<file path="src/hdl/tcst_pkg.sv">
// Shared types, constants and the flag/state transition function of the TCP
// connection state tracker.
// No dependencies; every other file of the block but tcst_ram imports this package.
package tcst_pkg;

   // Default number of flow slots in the state table.
   localparam int FLOW_ENTRIES_DEFAULT = 1024;

   // Input, output and state field widths.
   localparam int FLOW_INDEX_W = 10;
   localparam int FLAGS_W      = 8;
   localparam int SEQ_W        = 32;
   localparam int WIN_IN_W     = 16;
   localparam int SHIFT_W      = 4;
   localparam int VERDICT_W    = 2;
   localparam int TSTATE_W     = 4;

   // Configuration port.
   localparam int CSR_ADDR_W   = 3;
   localparam int CSR_DATA_W   = 32;
   localparam logic CSR_IDX_WINDOW_SCALE = 1'b0;
   localparam logic [SHIFT_W-1:0] SHIFT_RESET = 4'd10;

   // TCP flag bits.
   localparam logic [FLAGS_W-1:0] F_FIN = 8'h01;
   localparam logic [FLAGS_W-1:0] F_SYN = 8'h02;
   localparam logic [FLAGS_W-1:0] F_RST = 8'h04;
   localparam logic [FLAGS_W-1:0] F_ACK = 8'h10;
   localparam int RST_BIT = 2;
   localparam int SYN_BIT = 1;

   // Per-endpoint TCP state codes.
   localparam logic [TSTATE_W-1:0] S_EST     = 4'd1;
   localparam logic [TSTATE_W-1:0] S_SYNSENT = 4'd2;
   localparam logic [TSTATE_W-1:0] S_SYNRECV = 4'd3;
   localparam logic [TSTATE_W-1:0] S_FW1     = 4'd4;
   localparam logic [TSTATE_W-1:0] S_FW2     = 4'd5;
   localparam logic [TSTATE_W-1:0] S_TW      = 4'd6;
   localparam logic [TSTATE_W-1:0] S_CLOSED  = 4'd7;
   localparam logic [TSTATE_W-1:0] S_CW      = 4'd8;
   localparam logic [TSTATE_W-1:0] S_LASTACK = 4'd9;
   localparam logic [TSTATE_W-1:0] S_CLOSING = 4'd11;

   // Verdict codes.
   localparam logic [VERDICT_W-1:0] V_REFUSED = 2'd0;
   localparam logic [VERDICT_W-1:0] V_OUT_WIN = 2'd1;
   localparam logic [VERDICT_W-1:0] V_ACCEPT  = 2'd2;
   localparam logic [VERDICT_W-1:0] V_STALE   = 2'd3;

   // Reciprocal used to reduce the flow index modulo the table depth.
   localparam int RECIP_SHIFT = 20;
   localparam int PROD_W      = 30;
   localparam int REM_W       = 27;

   // One table entry: both endpoint states, sequences and windows.
   typedef struct packed {
      logic [TSTATE_W-1:0] lst;
      logic [TSTATE_W-1:0] ust;
      logic [SEQ_W-1:0]    lseq;
      logic [SEQ_W-1:0]    useq;
      logic [SEQ_W-1:0]    lwin;
      logic [SEQ_W-1:0]    uwin;
   } entry_type;

   localparam int ENTRY_W = $bits(entry_type);

   // Outcome of the flag check.
   typedef struct packed {
      logic                ok;
      logic                chal;
      logic [TSTATE_W-1:0] fs;
      logic [TSTATE_W-1:0] fr;
   } nxt_type;

   // Controller states.
   typedef enum logic [2:0] {
      ST_CLEAR, ST_IDLE, ST_QUOT, ST_ADDR, ST_CALC, ST_DECIDE, ST_RESP
   } ctrl_state_type;

   // Commands from the controller to the datapath.
   typedef struct packed {
      logic clr_step;
      logic capture;
      logic quot_en;
      logic addr_en;
      logic calc_en;
      logic decide_en;
   } cmd_type;

   // Status from the datapath to the controller.
   typedef struct packed {
      logic clr_last;
   } sts_type;

   // Checks the flags against the sender's state and gives the next states.
   function automatic nxt_type next_states(input logic [TSTATE_W-1:0] snd,
                                           input logic [TSTATE_W-1:0] rec,
                                           input logic [FLAGS_W-1:0] raw);
      nxt_type r;
      logic [FLAGS_W-1:0] fl;
      logic closing;
      r = '0;
      closing = 1'b0;
      fl = raw & (F_ACK | F_FIN | F_SYN | F_RST);
      case (snd)
         S_EST: begin
            if (fl == F_ACK) begin
               r.ok = 1'b1; r.fs = S_EST; r.fr = S_EST;
            end else if (fl == (F_FIN | F_ACK)) begin
               r.ok = 1'b1; r.fs = S_FW1; r.fr = S_CW;
            end else if (fl == (F_ACK | F_RST)) begin
               r.ok = 1'b1; r.fs = S_CLOSED; r.fr = S_CLOSED;
            end
         end
         S_CLOSED: begin
            if (fl == F_SYN) begin
               r.ok = 1'b1; r.fs = S_SYNSENT; r.fr = S_SYNRECV;
            end
         end
         S_SYNRECV: begin
            if (fl == (F_SYN | F_ACK)) begin
               r.ok = 1'b1; r.fs = S_SYNRECV; r.fr = S_EST;
            end else if (fl == F_SYN) begin
               r.ok = 1'b1; r.fs = S_SYNRECV; r.fr = S_SYNRECV;
            end else if (fl == (F_FIN | F_ACK)) begin
               r.ok = 1'b1; r.fs = S_FW1; r.fr = S_CW;
            end else if (fl == (F_ACK | F_RST)) begin
               r.ok = 1'b1; r.fs = S_CLOSED; r.fr = S_CLOSED;
            end
         end
         S_CW: begin
            if (fl == F_ACK) begin
               r.ok = 1'b1; r.fs = S_CW; r.fr = S_FW2; r.chal = 1'b1;
            end else if (fl == (F_FIN | F_ACK)) begin
               r.ok = 1'b1;
               if (rec == S_FW1) begin
                  r.fs = S_CLOSING; r.fr = S_CLOSING;
               end else begin
                  r.fs = S_LASTACK; r.fr = S_TW;
               end
            end else if (fl == (F_ACK | F_RST)) begin
               r.ok = 1'b1; r.fs = S_CLOSED; r.fr = S_CLOSED;
            end
         end
         S_FW1, S_FW2: begin
            if (fl == F_ACK) begin
               r.ok = 1'b1; r.fs = snd; r.fr = rec;
            end else begin
               closing = 1'b1;
            end
         end
         S_TW: begin
            if (fl == F_ACK) begin
               r.ok = 1'b1; r.fs = S_CLOSED; r.fr = S_CLOSED;
            end else begin
               closing = 1'b1;
            end
         end
         S_CLOSING: begin
            closing = 1'b1;
         end
         default: begin
            r.ok = 1'b0;
         end
      endcase
      // Closing check tests the raw ACK, FIN and SYN bits.
      if (closing && ((raw & (F_ACK | F_FIN | F_SYN)) == F_ACK)) begin
         r.ok = 1'b1;
         r.fs = S_CLOSED;
         r.fr = raw[RST_BIT] ? S_CLOSED : rec;
      end
      return r;
   endfunction

endpackage

</file>
<file path="src/hdl/tcst_ctrl.sv">
// Controller state machine of the TCP connection state tracker.
// Depends on tcst_pkg for the state, command and status types.
module tcst_ctrl (
   input  logic             clock,
   input  logic             reset,
   input  logic             req_valid,
   output logic             req_ready,
   output logic             rsp_valid,
   input  logic             rsp_ready,
   input  tcst_pkg::sts_type sts,
   output tcst_pkg::cmd_type cmd
);
   import tcst_pkg::*;

   ctrl_state_type state_ff, state_in;

   // State register.
   always_ff @(posedge clock) begin
      if (reset) begin
         state_ff <= ST_CLEAR;
      end else begin
         state_ff <= state_in;
      end
   end

   // Next state and commands.
   always_comb begin
      state_in  = state_ff;
      cmd       = '0;
      req_ready = 1'b0;
      rsp_valid = 1'b0;
      case (state_ff)
         ST_CLEAR: begin
            cmd.clr_step = 1'b1;
            if (sts.clr_last) begin
               state_in = ST_IDLE;
            end
         end
         ST_IDLE: begin
            req_ready = 1'b1;
            if (req_valid) begin
               cmd.capture = 1'b1;
               state_in = ST_QUOT;
            end
         end
         ST_QUOT: begin
            cmd.quot_en = 1'b1;
            state_in = ST_ADDR;
         end
         ST_ADDR: begin
            cmd.addr_en = 1'b1;
            state_in = ST_CALC;
         end
         ST_CALC: begin
            cmd.calc_en = 1'b1;
            state_in = ST_DECIDE;
         end
         ST_DECIDE: begin
            cmd.decide_en = 1'b1;
            state_in = ST_RESP;
         end
         ST_RESP: begin
            rsp_valid = 1'b1;
            if (rsp_ready) begin
               state_in = ST_IDLE;
            end
         end
         default: begin
            state_in = ST_CLEAR;
         end
      endcase
   end
endmodule

</file>
<file path="config.mk">
export PLATFORM = sky130hd
export DESIGN_NAME = tcst_ctrl
export DESIGN_NICKNAME = d
export VERILOG_FILES = /design/src/hdl/tcst_pkg.sv /design/src/hdl/tcst_ctrl.sv
export SDC_FILE = /design/constraint.sdc
export NUM_CORES = 1
export LEC_CHECK = 0
export BUFFER_PORTS_ARGS = -buffer_cell sky130_fd_sc_hd__buf_4
export CORE_AREA = 2 2 39 41
export DETAILED_ROUTE_END_ITERATION = 16
export DIE_AREA = 0 0 41 43
export PLACE_DENSITY = 0.44
export SLEW_MARGIN = 10
export SYNTH_ARGS = -nofsm -noshare
export SYNTH_HDL_FRONTEND = slang
export SYNTH_SLANG_ARGS = --single-unit
</file>
<file path="constraint.sdc">
create_clock -name clock -period 1.15 [get_ports clock]
set_input_delay 0.0575 -clock clock [delete_from_list [all_inputs] [get_ports clock]]
set_output_delay 0.0575 -clock clock [all_outputs]
set_load 0.1 [all_outputs]
</file>
# == Word-level counts from Yosys, hierarchy flattened ==
# Cells that the tools add are included.
# op_classes
eq_ne,9
n_reduce_logical,2
muxes,13
# op_table
operator,n
$pmux 3 s7,1
$eq 3x3->1 const B,3
$mux 1,9
$mux 3,3
$eq 3x2->1 const B,2
$ne 2x2->1 const B,3
$eq 3x1->1 const B,1
$logic_not 3->1,1
$reduce_and 3->1,1
# totals
wordCells,25
output_inout_bits,8
input_bits,5
regBits,3

# == Logic depth before layout (Yosys ltp) ==
# Gate-level depths: netlist (run 1).
# logic_depth
depth_word,3
mapped_depth,4
depth_no_buf,3

# == Worst setup path after synthesis (run 1) ==
# Ideal clock, no wire load.
# synth_timing
kind,register to output
startpoint,register state_ff[2]
endpoint,output cmd[1] (netlist bit)
path_slack_ns,-1.613
arrival_time_ns,2.706
n_path_buf,1
stages_incl_launch_ff,3
t_required_ns,1.092
cell_sequence,dfxtp_1 buf_2 nor3b_1
# synth_rtl
item,line,source
start: declaration,tcst_ctrl.sv:15,"ctrl_state_type state_ff, state_in;"
start signal: assignment,tcst_ctrl.sv:22,state_ff <= state_in;
end: declaration,tcst_ctrl.sv:11,output tcst_pkg::cmd_type cmd

==> out/summary.txt, run 1 <==
Synth Register Bits = 3
Initial core utilization = 16.5%
CP cell instances = buf_6 > nor3b_4 > and2_4 > buf_12
Reg-to-reg endpoint = state_ff[0]$_SDFFE_PP0P_
Switch share = 40.5%
Overflow after GRT = 0
Comb pwr share = 51.7%
Synth Cell Area = 228 um2
FF+latch area = 68.8 um2
Final ANT Viol Nets = 0
PwrDens = 1220 mW/mm2
Synth-to-Final Area Change = 137%
Row cnt = 14
Pleak = 0.239 nW
Total number of yosys warnings = 0
Maximum VDD drop = 475 uV
Hold Fails Final Rpt = 0
Final clock skew = 0.000839 ns
CTS buffer count = 3
Syn Area/Cell = 9.11 um2
# nets final = 53
Slowest cell on crit path = dfxtp_2
Setup slack after layout = -0.0886 ns
Multi-input logic area = 168 um2
Max Clk Rate = 807 MHz
Max-slew headroom = 84.1%
Worst R2R Setup Slack = 0.06 ns
CTS tree = done
CP max FO = 3
Post-synthesis cell type count = 16
# diodes = 0
Initial detailed-routing violation count = 1
GRT Total Usage = 8.12%
WL per Instance = 8.54 um
Worst-case clock buffer depth = 2
Total wire length = 538 um
Worst Setup Start Kind = flip-flop
Seq pwr share = 20.1%
Fillers = 145
Power share of the clock group = 28.2%
Max reg flops = 3
Least-Margin Pin Slew = 0.239 ns
Status = complete, but fails checks
Placed Cells incl. Taps = 55
Clock Tree Root = clkbuf_4
Vias per Instance = 4.14
Met2 Resource Use GR = 12.8%
Crit path arrival time = 1.18 ns
IO buf count = 12
Cell Int Power = 0.391 mW
Mapped Cells = 25
H-tree depth = 1
Total nets after synthesis = 30
First-pass DRT Iterations = 2
HPWL after detailed placement = 422 um
Largest net degree at the start of global routing = 11
Met1 GRT Util = 7.05%
Register area share after synthesis = 26.4%
RD Place Congestion = 0.721
Crit path time final = 1.24 ns
Violated checks = setup timing
Worst setup path class = reg -> out
Chip height = 43 um
Critical Path Max Stage Delay = 0.32 ns
Critical Path Sink Type = output port
Fin. max-slew vios = 0
Crit share post-route = 108%
Grt met3 use = 1.57%
DIE WIDTH = 41 um
Reg with most FFs = state_ff
Drt drc = 0
Share of post-route cells with drive strength above 1 = 74.5%
Setup_tns = -0.325 ns
Initial antenna violation count = 0
Clock transition at path regs = 0.04 ns
Sw Pwr = 0.266 mW
Core area = 0.00138 mm2
Total Die Area = 0.00176 mm2
WHS Path Cells = 3
Clk sinks = 3
Worst reg2reg path depth = 4
Hold Crit Start = sts
Worst R2R Start = state_ff[0]$_SDFFE_PP0P_
IO Pins = 13
GR peak layer = met2
First-pass GRT wire length = 903 um
Via count = 261
Vias in the first global route = 261
Unrepaired setup endpoints after global routing = true
Largest registers = state_ff (3)
Final setup violation count = 7
Hold WC Path Type = in -> reg
Req. time, crit path = 1.09 ns
Non-filler cells, final = 63
Worst Hold End = state_ff[0]$_SDFFE_PP0P_
Max-Cap Viols = 0
Clk_lat worst skew = 0.23 ns
-- how the worst max path moves through the flow --
stage	start	to	slack, ns
6_report	state_ff[2]$_SDFFE_PP0P_	cmd[4]	-0.09
5_1_grt	state_ff[2]$_SDFFE_PP0P_	cmd[4]	-0.13
2_1_floorplan	state_ff[0]$_SDFFE_PP0P_	cmd[4]	-0.73
3_3_place_gp	state_ff[1]$_SDFFE_PP0P_	cmd[2]	-0.000001
4_1_cts	state_ff[2]$_SDFFE_PP0P_	cmd[4]	-0.11
3_5_place_dp	state_ff[1]$_SDFFE_PP0P_	cmd[3]	-0.004
-- worst max-delay path: cells and delay by family (launching register included) --
family | cells | cell delay (ns)
simple gates | 2 | 0.34
flops | 1 | 0.32
buf+inv | 2 | 0.28
-- cell usage in the layout (no fill, tap or decap) --
cell,instances
nor2b_1,1
dlygate4sd3_1,1
nor2_1,2
a2111oi_2,1
inv_1,1
o21ai_0,1
dfxtp_2,1
nor3b_4,1
dfxtp_4,2
nor3_4,1
nor3b_2,2
clkbuf_1,1
o21a_1,2
buf_6,5
and2_4,1
clkbuf_4,3
buf_12,6
mux2i_1,1
buf_4,9
a21oi_1,2
and3b_2,3
-- stage by stage --
stage / area (um2) / hold slack, ns / util, % / power [mW] / setup WS [ns]
global placement: 380 / 0.239 / 27.5 / 0.395 / -0.000000999
CTS: 541 / 0.0823 / 39.1 / 0.670 / -0.106
detailed placement: 380 / 0.236 / 27.5 / 0.397 / -0.00412
floorplan: 267 / 0.119 / - / 0.346 / -0.735
finish: 541 / 0.0880 / 39.1 / 0.657 / -0.0886
global route: 541 / 0.0951 / 39.1 / 0.685 / -0.131
-- Yosys cell counts --
master / n / area share (%)
buf_2: 2 / 4.4
buf_6: 1 / 4.9
a2111oi_2: 1 / 6.6
and3b_2: 3 / 13
o21ai_0: 1 / 2.2
nor2_1: 2 / 3.3
a21oi_1: 2 / 4.4
inv_1: 1 / 1.6
nor3b_1: 2 / 6.6
nor3b_2: 1 / 5.5
and2_1: 1 / 2.7
dfxtp_1: 3 / 26
nor2b_1: 1 / 2.7
mux2i_1: 1 / 4.4
o21a_1: 2 / 6.6
nor3_2: 1 / 4.4
-- power by group through the flow --
stage,clock network [mW],registers (mW),logic (mW)
2_1_floorplan,0,0.121,0.225
3_3_place_gp,0,0.132,0.263
3_5_place_dp,0,0.132,0.265
4_1_cts,0.196,0.132,0.342
5_1_grt,0.197,0.135,0.354
6_report,0.185,0.132,0.340
-- what timing repair did --
action,4_1_cts,5_1_grt
hold endpoints to repair,3,0
resized for setup,27,0
setup buffers,3,0
pin swaps,5,4
endpoints found under the setup margin,8,9
hold buffers,1,0
-- area by class of cell --
cell class,count,area share [%]
well taps,16,3.70
flip-flops and latches,3,12.7
multi-input cells,18,31.0
repair buffers,21,47.0
inverters,1,0.694
clock buffers,4,4.86
-- cells by family after synthesis --
family                 synth area share, %
AND/OR/NAND/NOR                       38.5
AO/OA/AOI/OAI                         19.8
buffers and inverters                 11.0
flip-flops                            26.4
multiplexers                          4.40
-- per-layer routing --
layer	part of all wire, %	up-vias
li1	-	130
met1	38	120
met2	55	9
met3	3.5	2
met4	2.6	0
met5	0	-
(Power assumes the default switching activity.)
==> run 2, diff against run 1 <==
--- a/config.mk
+++ b/config.mk
@@ -10,6 +10,7 @@
 export DETAILED_ROUTE_END_ITERATION = 16
 export DIE_AREA = 0 0 41 43
 export PLACE_DENSITY = 0.44
+export SKIP_CTS_REPAIR_TIMING = 1
 export SLEW_MARGIN = 10
 export SYNTH_ARGS = -nofsm -noshare
 export SYNTH_HDL_FRONTEND = slang
==> run 2 against run 1 <==
Against the previous run:
- the run still ends with setup timing left
- first-iteration DRC count is 100% higher
- utilization is 2.5 points lower
- global-route usage is 1.5 points lower
- critical path depth stayed put
- final cell count is 4.8% lower
- non-clock buffer count is 3 lower
- cell area is 6.5% lower
- clock power hardly changed
- clock skew hardly changed
- flip-flop and latch count stayed put
- maximum frequency is 0.73% lower
- combinational power is 9.1% lower
==> out/summary.txt, run 2 (synthesis results as in run 1) <==
Share of post-route cells with drive strength above 1 = 72.7% (-1.7 points)
Worst Setup Start Kind = flip-flop
RD Place Congestion = 0.721 (unchanged)
Final setup violation count = 7 (unchanged)
Via count = 249 (-4.6%)
Most common cell after layout, fill and taps aside = buf_4
HPWL after detailed placement = 422 um (unchanged)
Drt drc = 0 (unchanged)
Met1 GRT Util = 5.14% (-1.9 points)
Crit share post-route = 108% (+0.79 points)
Max-Cap Viols = 0 (unchanged)
# nets final = 50 (-5.7%)
CP max FO = 4 (+1)
Unrepaired setup endpoints after global routing = true
Chip height = 43 um (unchanged)
Clk_lat worst skew = 0.23 ns (about the same)
GR peak layer = met2
Clock Tree Root = clkbuf_4
Synth-to-Final Area Change = 122%
Grt met3 use = 1.57% (unchanged)
Core area = 0.00138 mm2 (unchanged)
Pleak = 0.220 nW (-7.9%)
Vias in the first global route = 205 (-21%)
Setup slack after layout = -0.0977 ns (-0.00906 ns)
Status = complete, but fails checks
Hold WC Path Type = in -> reg
Row cnt = 14 (unchanged)
Crit path arrival time = 1.19 ns (about the same)
Total wire length = 515 um (-4.3%)
Power, Total = 0.626 mW (-4.8%)
Power share of the clock group = 29.5% (+1.3 points)
WL per Instance = 8.58 um (+0.51%)
Largest registers = state_ff (3)
Worst setup path class = reg -> out
Initial core utilization = 16.5% (unchanged)
Clock transition at path regs = 0.03 ns (about the same)
IO buf count = 12 (unchanged)
CTS buffer count = 3 (unchanged)
Commonest non-fill, non-tap cells in the layout = 7 x buf_4, 5 x buf_12, 5 x buf_6
Final ANT Viol Nets = 0 (unchanged)
Met2 Resource Use GR = 10.0% (-2.8 points)
Post-route design area = 505 um2 (-6.5%)
Pre-CTS setup slack = -0.00412 ns (unchanged)
First-pass GRT wire length = 703 um (-22%)
Critical Path Max Stage Delay = 0.32 ns (about the same)
Crit path time final = 1.25 ns (+0.00906 ns)
Total Die Area = 0.00176 mm2 (unchanged)
Sw Pwr = 0.260 mW (-2.2%)
Overflow after GRT = 0 (unchanged)
First-pass DRT Iterations = 2 (unchanged)
Largest net degree at the start of global routing = 11 (unchanged)
Final clock skew = 0.00130 ns (+0.000459 ns)
Initial antenna violation count = 0 (unchanged)
H-tree depth = 1 (unchanged)
Worst reg2reg path depth = 3 (-1)
Clk sinks = 3 (unchanged)
IO Pins = 13 (unchanged)
Slowest cell on crit path = dfxtp_2
PwrDens = 1240 mW/mm2 (+1.8%)
Placed inst area = 380 um2 (unchanged)
Maximum VDD drop = 474 uV (-0.14%)
Max-slew headroom = 81.6% (-2.5 points)
GRT Total Usage = 6.63% (-1.5 points)
CP cell instances = buf_6 > nor3b_4 > and2_4 > buf_12
Vias per Instance = 4.15 (+0.17%)
Critical Path Sink Type = output port
Worst-case clock buffer depth = 2 (unchanged)
Max Clk Rate = 801 MHz (-0.73%)
Reg with most FFs = state_ff
Switch share = 41.6% (+1.1 points)
Initial detailed-routing violation count = 2 (+1)
Max reg flops = 3 (unchanged)
Core Util, Final = 36.5% (-2.5 points)
Req. time, crit path = 1.09 ns (about the same)
WHS Path Cells = 3 (unchanged)
Least-Margin Pin Slew = 0.279 ns (+0.0404 ns)
Fin. max-slew vios = 0 (unchanged)
CTS tree = done
Hold Fails Final Rpt = 0 (unchanged)
Comb pwr share = 49.4% (-2.3 points)
Cell Int Power = 0.365 mW (-6.6%)
Seq pwr share = 21.1% (+1.0 points)
DIE WIDTH = 41 um (unchanged)
# diodes = 0 (unchanged)
Violated checks = setup timing
Fillers = 149 (+2.8%)
run 2: cell count changes in the layout (fill, tap and decap cells not counted), sizes merged:
cell	before	now
buf	20	17
run 2: final timing paths:
kind	slack, ns	startpoint	to
max	-0.1	state_ff[2]$_SDFFE_PP0P_	cmd[4]
min	0.09	sts	state_ff[0]$_SDFFE_PP0P_
max reg2reg	0.12	state_ff[2]$_SDFFE_PP0P_	state_ff[0]$_SDFFE_PP0P_
min reg2reg	0.60	state_ff[0]$_SDFFE_PP0P_	state_ff[0]$_SDFFE_PP0P_
run 2: critical path, delay by kind of cell, from the launching register on:
kind / cells / cell delay [ns]
buffers and inverters: 2 / 0.28
DFF: 1 / 0.32
and+or+nand+nor: 2 / 0.35
run 2: layout make-up:
type	count	area, um2	share of cell area (%)
clock buffers	4	26.3	5.20
inverters	1	3.75	0.743
multi-input cells	18	168	33.2
flip-flops and latches	3	68.8	13.6
well taps	16	20.0	3.96
repair buffers	18	219	43.3
run 2: power by group through the flow:
stage | registers (mW) | clock network (mW) | logic, mW
after floorplan | 0.121 | 0 | 0.225
after detailed placement | 0.132 | 0 | 0.265
after CTS | 0.130 | 0.196 | 0.265
after global placement | 0.132 | 0 | 0.263
after global routing | 0.135 | 0.197 | 0.321
final | 0.132 | 0.185 | 0.309
run 2: layer usage:
metal  part of all wire (%)  up-vias
met3                    4.7        2
met5                      0        -
met4                    2.7        0
met1                     39      114
met2                     54        9
li1                       -      124
run 2: stage by stage:
step                 TNS, ns  hold WS, ns  instances
floorplan              -2.78        0.119         25
global placement           0        0.239         55
detailed placement  -0.00527        0.236         55
CTS                    -1.58      -0.0120         59
global route          -0.672       0.0937         60
finish                -0.402       0.0871         60
